==> src/hw/rtl/lfcc_pkg.sv <==
// lfcc_pkg: sizes, widths and shared types of the line fit cluster cost block
// used by lfcc_div and line_fit_cluster_cost; depends on nothing else
package lfcc_pkg;

    localparam int MAX_POINTS = 256;
    localparam int ADDR_W     = $clog2(MAX_POINTS);
    localparam int CNT_W      = $clog2(MAX_POINTS + 1);
    localparam int COORD_W    = 16;

    localparam int SUM_W      = COORD_W + CNT_W;        // running coordinate sums
    localparam int MEAN_W     = COORD_W + 1;
    localparam int DELTA_W    = COORD_W + 2;
    localparam int SQ_W       = 2 * DELTA_W;            // one squared delta
    localparam int ACC_W      = SQ_W + CNT_W + 1;       // sxx, sxy
    localparam int DIST_W     = DELTA_W + CNT_W;
    localparam int SLOPE_W    = 34;                     // |sxy| / sxx <= 65535, so slope < 2^32
    localparam int ERR_W      = 26;
    localparam int RES_W      = 2 * ERR_W;
    localparam int MUL_A_W    = SLOPE_W;
    localparam int MUL_B_W    = ERR_W;
    localparam int PROD_W     = MUL_A_W + MUL_B_W;

    localparam int DVD_W      = 57;                     // dividend of the shared divider
    localparam int DVS_W      = 41;                     // divisor
    localparam int DIV_CNT_W  = $clog2(DVD_W + 1);

    localparam int COST_W     = 40;
    localparam int TDATA_IN_W = 32;
    localparam int TDATA_OUT_W = 56;

    localparam int ISQRT_STEPS = DELTA_W - 1;

    typedef struct packed {
        logic busy;
        logic done;
    } div_status_t;

endpackage

==> src/hw/rtl/lfcc_div.sv <==
// lfcc_div: restoring divider, one quotient bit per cycle, unsigned operands
// depends on lfcc_pkg for operand widths and the status struct
module lfcc_div (
    input  logic                          aclk,
    input  logic                          aresetn,
    input  logic                          start,
    input  logic [lfcc_pkg::DVD_W-1:0]    dividend,
    input  logic [lfcc_pkg::DVS_W-1:0]    divisor,
    output lfcc_pkg::div_status_t         status,
    output logic [lfcc_pkg::DVD_W-1:0]    quotient,
    output logic                          rem_nonzero
);

    logic [lfcc_pkg::DVS_W:0]           rem_reg, rem_next;
    logic [lfcc_pkg::DVD_W-1:0]         quo_reg, quo_next;
    logic [lfcc_pkg::DVS_W-1:0]         dvs_reg;
    logic [lfcc_pkg::DIV_CNT_W-1:0]     cnt_reg, cnt_next;
    logic                               busy_reg, busy_next;
    logic                               done_reg, done_next;
    logic [lfcc_pkg::DVS_W+1:0]         trial;

    always_comb begin
        rem_next  = rem_reg;
        quo_next  = quo_reg;
        cnt_next  = cnt_reg;
        busy_next = busy_reg;
        done_next = 1'b0;
        trial     = {rem_reg, quo_reg[lfcc_pkg::DVD_W-1]} - {2'b00, dvs_reg};
        if (start) begin
            rem_next  = '0;
            quo_next  = dividend;
            cnt_next  = lfcc_pkg::DIV_CNT_W'(lfcc_pkg::DVD_W);
            busy_next = 1'b1;
        end else if (busy_reg) begin
            if (!trial[lfcc_pkg::DVS_W+1]) begin
                rem_next = trial[lfcc_pkg::DVS_W:0];
                quo_next = {quo_reg[lfcc_pkg::DVD_W-2:0], 1'b1};
            end else begin
                rem_next = {rem_reg[lfcc_pkg::DVS_W-1:0], quo_reg[lfcc_pkg::DVD_W-1]};
                quo_next = {quo_reg[lfcc_pkg::DVD_W-2:0], 1'b0};
            end
            cnt_next = cnt_reg - 1'b1;
            if (cnt_reg == lfcc_pkg::DIV_CNT_W'(1)) begin
                busy_next = 1'b0;
                done_next = 1'b1;
            end
        end
    end

    always_ff @(posedge aclk) begin
        if (!aresetn) begin
            busy_reg <= 1'b0;
            done_reg <= 1'b0;
            cnt_reg  <= '0;
        end else begin
            busy_reg <= busy_next;
            done_reg <= done_next;
            cnt_reg  <= cnt_next;
        end
        rem_reg <= rem_next;
        quo_reg <= quo_next;
        if (start) begin
            dvs_reg <= divisor;
        end
    end

    assign status.busy  = busy_reg;
    assign status.done  = done_reg;
    assign quotient     = quo_reg;
    assign rem_nonzero  = (rem_reg != '0);

endmodule

==> config.mk <==
export PLATFORM = sky130hd
export DESIGN_NAME = lfcc_div
export DESIGN_NICKNAME = d
export VERILOG_FILES = /design/src/hw/rtl/lfcc_pkg.sv /design/src/hw/rtl/lfcc_div.sv
export SDC_FILE = /design/constraint.sdc
export NUM_CORES = 1
export LEC_CHECK = 0
export BUFFER_PORTS_ARGS = -buffer_cell sky130_fd_sc_hd__clkbuf_2
export CAP_MARGIN = 20
export CORE_MARGIN = 8
export CORE_UTILIZATION = 56
export CTS_CLUSTER_DIAMETER = 60
export DETAILED_ROUTE_END_ITERATION = 6
export PLACE_DENSITY = 0.82
export SETUP_SLACK_MARGIN = 0.02
export SYNTH_ARGS = -nofsm -noshare
export SYNTH_HDL_FRONTEND = slang
export SYNTH_SLANG_ARGS = --single-unit
==> constraint.sdc <==
create_clock -name aclk -period 3.76 [get_ports aclk]
set_clock_uncertainty 0.05 [all_clocks]
set_input_delay 0.188 -clock aclk [delete_from_list [all_inputs] [get_ports aclk]]
set_output_delay 0.188 -clock aclk [all_outputs]
set_load 0.02 [all_outputs]
==> results.sh <==
export IMPL_ff2ff_path_depth=14
export IMPL_max_slew_margin=0.3258
export IMPL_min_period_ns=3.619
export IMPL_r2r_end="rem_reg[41]"
export IMPL_placed_cells=1150
export IMPL_fillers=1104
export IMPL_yosysSeqAreaShare=0.4679
export IMPL_synth_edff_count=98
export IMPL_synthArstFlopShare=0
export IMPL_clock_sinks=148
export IMPL_largest_reg_flops=57
export IMPL_critPathCaptureType="register"
export IMPL_syn_area_sq_mm=0.008429
export IMPL_detailed_place_hpwl_mm=15.42
export IMPL_drtAntennaViolNets=0
export IMPL_rows=45
export IMPL_required_ns=4.05
export IMPL_htreeDepth=4
export IMPL_p_per_area_mw_per_mm2=468.8
export IMPL_wl_mm=22.62
export IMPL_fin_crit_sh=0.9625
export IMPL_crit_fanout=23
export IMPL_drive_above_1_share=0.2633
export IMPL_cp_start_kind="register"
export IMPL_fmax_mhz=276.3
export IMPL_synth_ff_type="edfxtp_1"
export IMPL_p_clk_frac=0.344
export IMPL_clock_latency_ns=0.43
export IMPL_cts_buffer_depth=2
export IMPL_peakVddDrop_uv=377.4
export IMPL_die_h_um=138.7
export IMPL_power_switching_mw=1.587
export IMPL_grt_ovfl_total=0
export IMPL_root_buffer="clkbuf_16"
export IMPL_hold_path_class="input pin to register"
export IMPL_worstMarginPinSlew_ns=1.011
export IMPL_path_clk_slew_ns=0.07
export IMPL_initial_core_util=0.5628
export IMPL_min_path_cells=2
export IMPL_syn_to_final_growth_pct=25.46
export IMPL_path_class="register to register"
export IMPL_io_buffers=160
export IMPL_wire_per_inst_um=18.22
export IMPL_worstPathArrival_ns=3.91
export IMPL_die_area_sq_mm=0.01923
export IMPL_r2r_start="quotient[56]"
export IMPL_dr_pass1_iters=5
export IMPL_vias_per_cell=5.844
export IMPL_leakage_nw=4.499
export IMPL_core_area_sq_mm=0.01498
export IMPL_swShare=0.3201
export IMPL_first_global_vias=7177
export IMPL_synth_cell_types=60
export IMPL_dr_total_vias=7252
export IMPL_cts_made_buffers=17
export IMPL_layout_commonest_cell="clkbuf_2"
export IMPL_hold_start="dividend[15]"
export IMPL_final_cells=1241
export IMPL_grtUsageTotal=0.2310
export IMPL_synth_nets=982
export IMPL_rrSetupSlack_ns=0.14
export IMPL_hold_path_end="quotient[15]"
export IMPL_ys_ff_latch=148
export IMPL_drt_iter0_drc=564
export IMPL_hold_violations=0
export IMPL_final_net_count=1184
export IMPL_grt_pass1_wl_mm=35.96
export IMPL_ios=161
export IMPL_status="complete, no violations"
export IMPL_synthCells=837
export IMPL_grt_start_max_net_pins=84
export IMPL_die_width_um=138.7
export IMPL_p_comb_frac=0.249
export IMPL_avgSynthCellArea_sq_um=10.07
export IMPL_rsz0062_at_grt="false"
export IMPL_final_setup_viol_count=0
export IMPL_place_congestion=0.9655
export IMPL_drv_cap=0
export IMPL_tritoncts="built"
export IMPL_antenna_found_initial=1
export IMPL_yosys_warnings=0
export IMPL_final_cell_mix="159 x clkbuf_2, 98 x edfxtp_1, 97 x nand2_1, 62 x nor2_1, 56 x mux2_2"
export IMPL_drc_errors=0
export IMPL_fin_tns_setup_ns=0
export IMPL_intPower_mw=3.371
export IMPL_finalPower_mw=4.958
export IMPL_seqPwrFrac=0.407
export IMPL_drv_slew=0
==> cell usage after synthesis (3+ instances only) <==
| library cell | instances | area [sq um] |
|---|---|---|
| and2_1 | 4 | 25.02 |
| ha_1 | 43 | 538.0 |
| nand2_1 | 98 | 367.9 |
| a21boi_0 | 5 | 37.54 |
| dfxtp_1 | 50 | 1001 |
| or3_1 | 6 | 37.54 |
| a2bb2oi_1 | 4 | 35.03 |
| and3_1 | 5 | 31.28 |
| buf_2 | 3 | 15.01 |
| a41o_1 | 3 | 30.03 |
| edfxtp_1 | 98 | 2943 |
| o21a_1 | 12 | 90.09 |
| a31oi_1 | 8 | 50.05 |
| a21o_1 | 20 | 150.1 |
| mux2_2 | 56 | 630.6 |
| a211oi_1 | 9 | 67.56 |
| xnor2_1 | 21 | 183.9 |
| nand4_1 | 16 | 100.1 |
| clkbuf_1 | 31 | 116.4 |
| nor4_1 | 12 | 75.07 |
| buf_1 | 3 | 11.26 |
| inv_1 | 53 | 198.9 |
| nor2_1 | 62 | 232.7 |
| or4_1 | 4 | 30.03 |
| o31ai_1 | 4 | 30.03 |
| nor2b_1 | 9 | 56.30 |
| o211ai_1 | 8 | 60.06 |
| nand3_1 | 16 | 80.08 |
| o21bai_1 | 5 | 37.54 |
| nor3_1 | 11 | 55.05 |
| o21ai_0 | 28 | 140.1 |
| a311oi_1 | 29 | 254.0 |
| xor2_1 | 13 | 113.9 |
| a21oi_1 | 47 | 235.2 |
| buf_4 | 7 | 52.55 |
==> worst max-delay path, cell delays in order (launching register included) <==
cell,delay [ns]
edfxtp_1,0.40
inv_1,0.08
ha_2,0.17
inv_1,0.05
fa_2,0.39
a211oi_4,0.28
o311a_4,0.24
o221ai_2,0.13
o2111a_1,0.30
or3_4,0.40
a21o_4,0.24
and2_4,0.18
buf_12,0.15
a31o_2,0.20
a311oi_1,0.25
==> power groups by stage <==
stage / clock [mW] / combinational [mW] / sequential, mW
4_1_cts: 1.72 / 1.19 / 2.01
2_1_floorplan: 0 / 0.744 / 2.10
5_1_grt: 1.78 / 1.35 / 2.03
6_report: 1.71 / 1.23 / 2.02
3_3_place_gp: 0 / 1.12 / 2.04
3_5_place_dp: 0 / 1.13 / 2.04
==> worst max path at each step <==
stage                 startpoint          end  cells after the start
floorplan           quotient[56]  rem_reg[40]                     14
global placement    quotient[56]  rem_reg[17]                     14
detailed placement  quotient[56]   rem_reg[5]                     14
CTS                 quotient[56]   rem_reg[5]                     14
global route        quotient[56]  rem_reg[29]                     14
finish              quotient[56]  rem_reg[41]                     14
==> kinds of logic (layout without fill, tap and decap cells) <==
| group | after synthesis | count (layout) | synth area share |
|---|---|---|---|
| adder cells (fa/ha/maj) | 44 | 44 | 0.06620 |
| flip-flops | 148 | 148 | 0.4679 |
| other | 0 | 1 | 0 |
| AO/OA/AOI/OAI | 205 | 205 | 0.1701 |
| multiplexers | 58 | 58 | 0.07719 |
| XOR/XNOR | 34 | 34 | 0.03533 |
| buffers and inverters | 98 | 313 | 0.04809 |
| AND/OR/NAND/NOR | 250 | 250 | 0.1352 |
==> metal layers <==
layer	global-route usage	up-vias	part of all wire
met5	0	-	0
met4	0.07452	0	0.021
met3	0.06747	41	0.067
met2	0.4038	243	0.50
met1	0.2670	3465	0.41
li1	-	3503	-
==> final cells by class <==
type / count / area (sq um) / area share
multi-input cells: 591 / 4130 / 0.3906
flip-flops and latches: 148 / 3945 / 0.3730
clock inverters: 15 / 162.7 / 0.01538
repair buffers: 228 / 1475 / 0.1395
inverters: 53 / 198.9 / 0.01881
diodes: 1 / 2.502 / 0.0002366
clock buffers: 17 / 425.4 / 0.04023
well taps: 188 / 235.2 / 0.02224
==> through the flow <==
step / instance area (sq um) / util / setup WS [ns] / hold WS (ns)
floorplan: 8429 / - / 0.2723 / 0.2369
global placement: 9353 / 0.6245 / 0.2236 / 0.3149
detailed placement: 9353 / 0.6245 / 0.04064 / 0.3169
CTS: 10480 / 0.6994 / 0.07739 / 0.00007358
global route: 10580 / 0.7061 / 0.005735 / 0.001813
finish: 10580 / 0.7061 / 0.1409 / 0.01136
==> repair_timing <==
item,CTS,global route
pin swaps,0,5
setup endpoints to repair,1,39
hold endpoints to repair,53,2
hold buffers,53,2
buffers inserted,0,3
resized for setup,1,12
No activity file was read; power rests on OpenSTA's default activity.
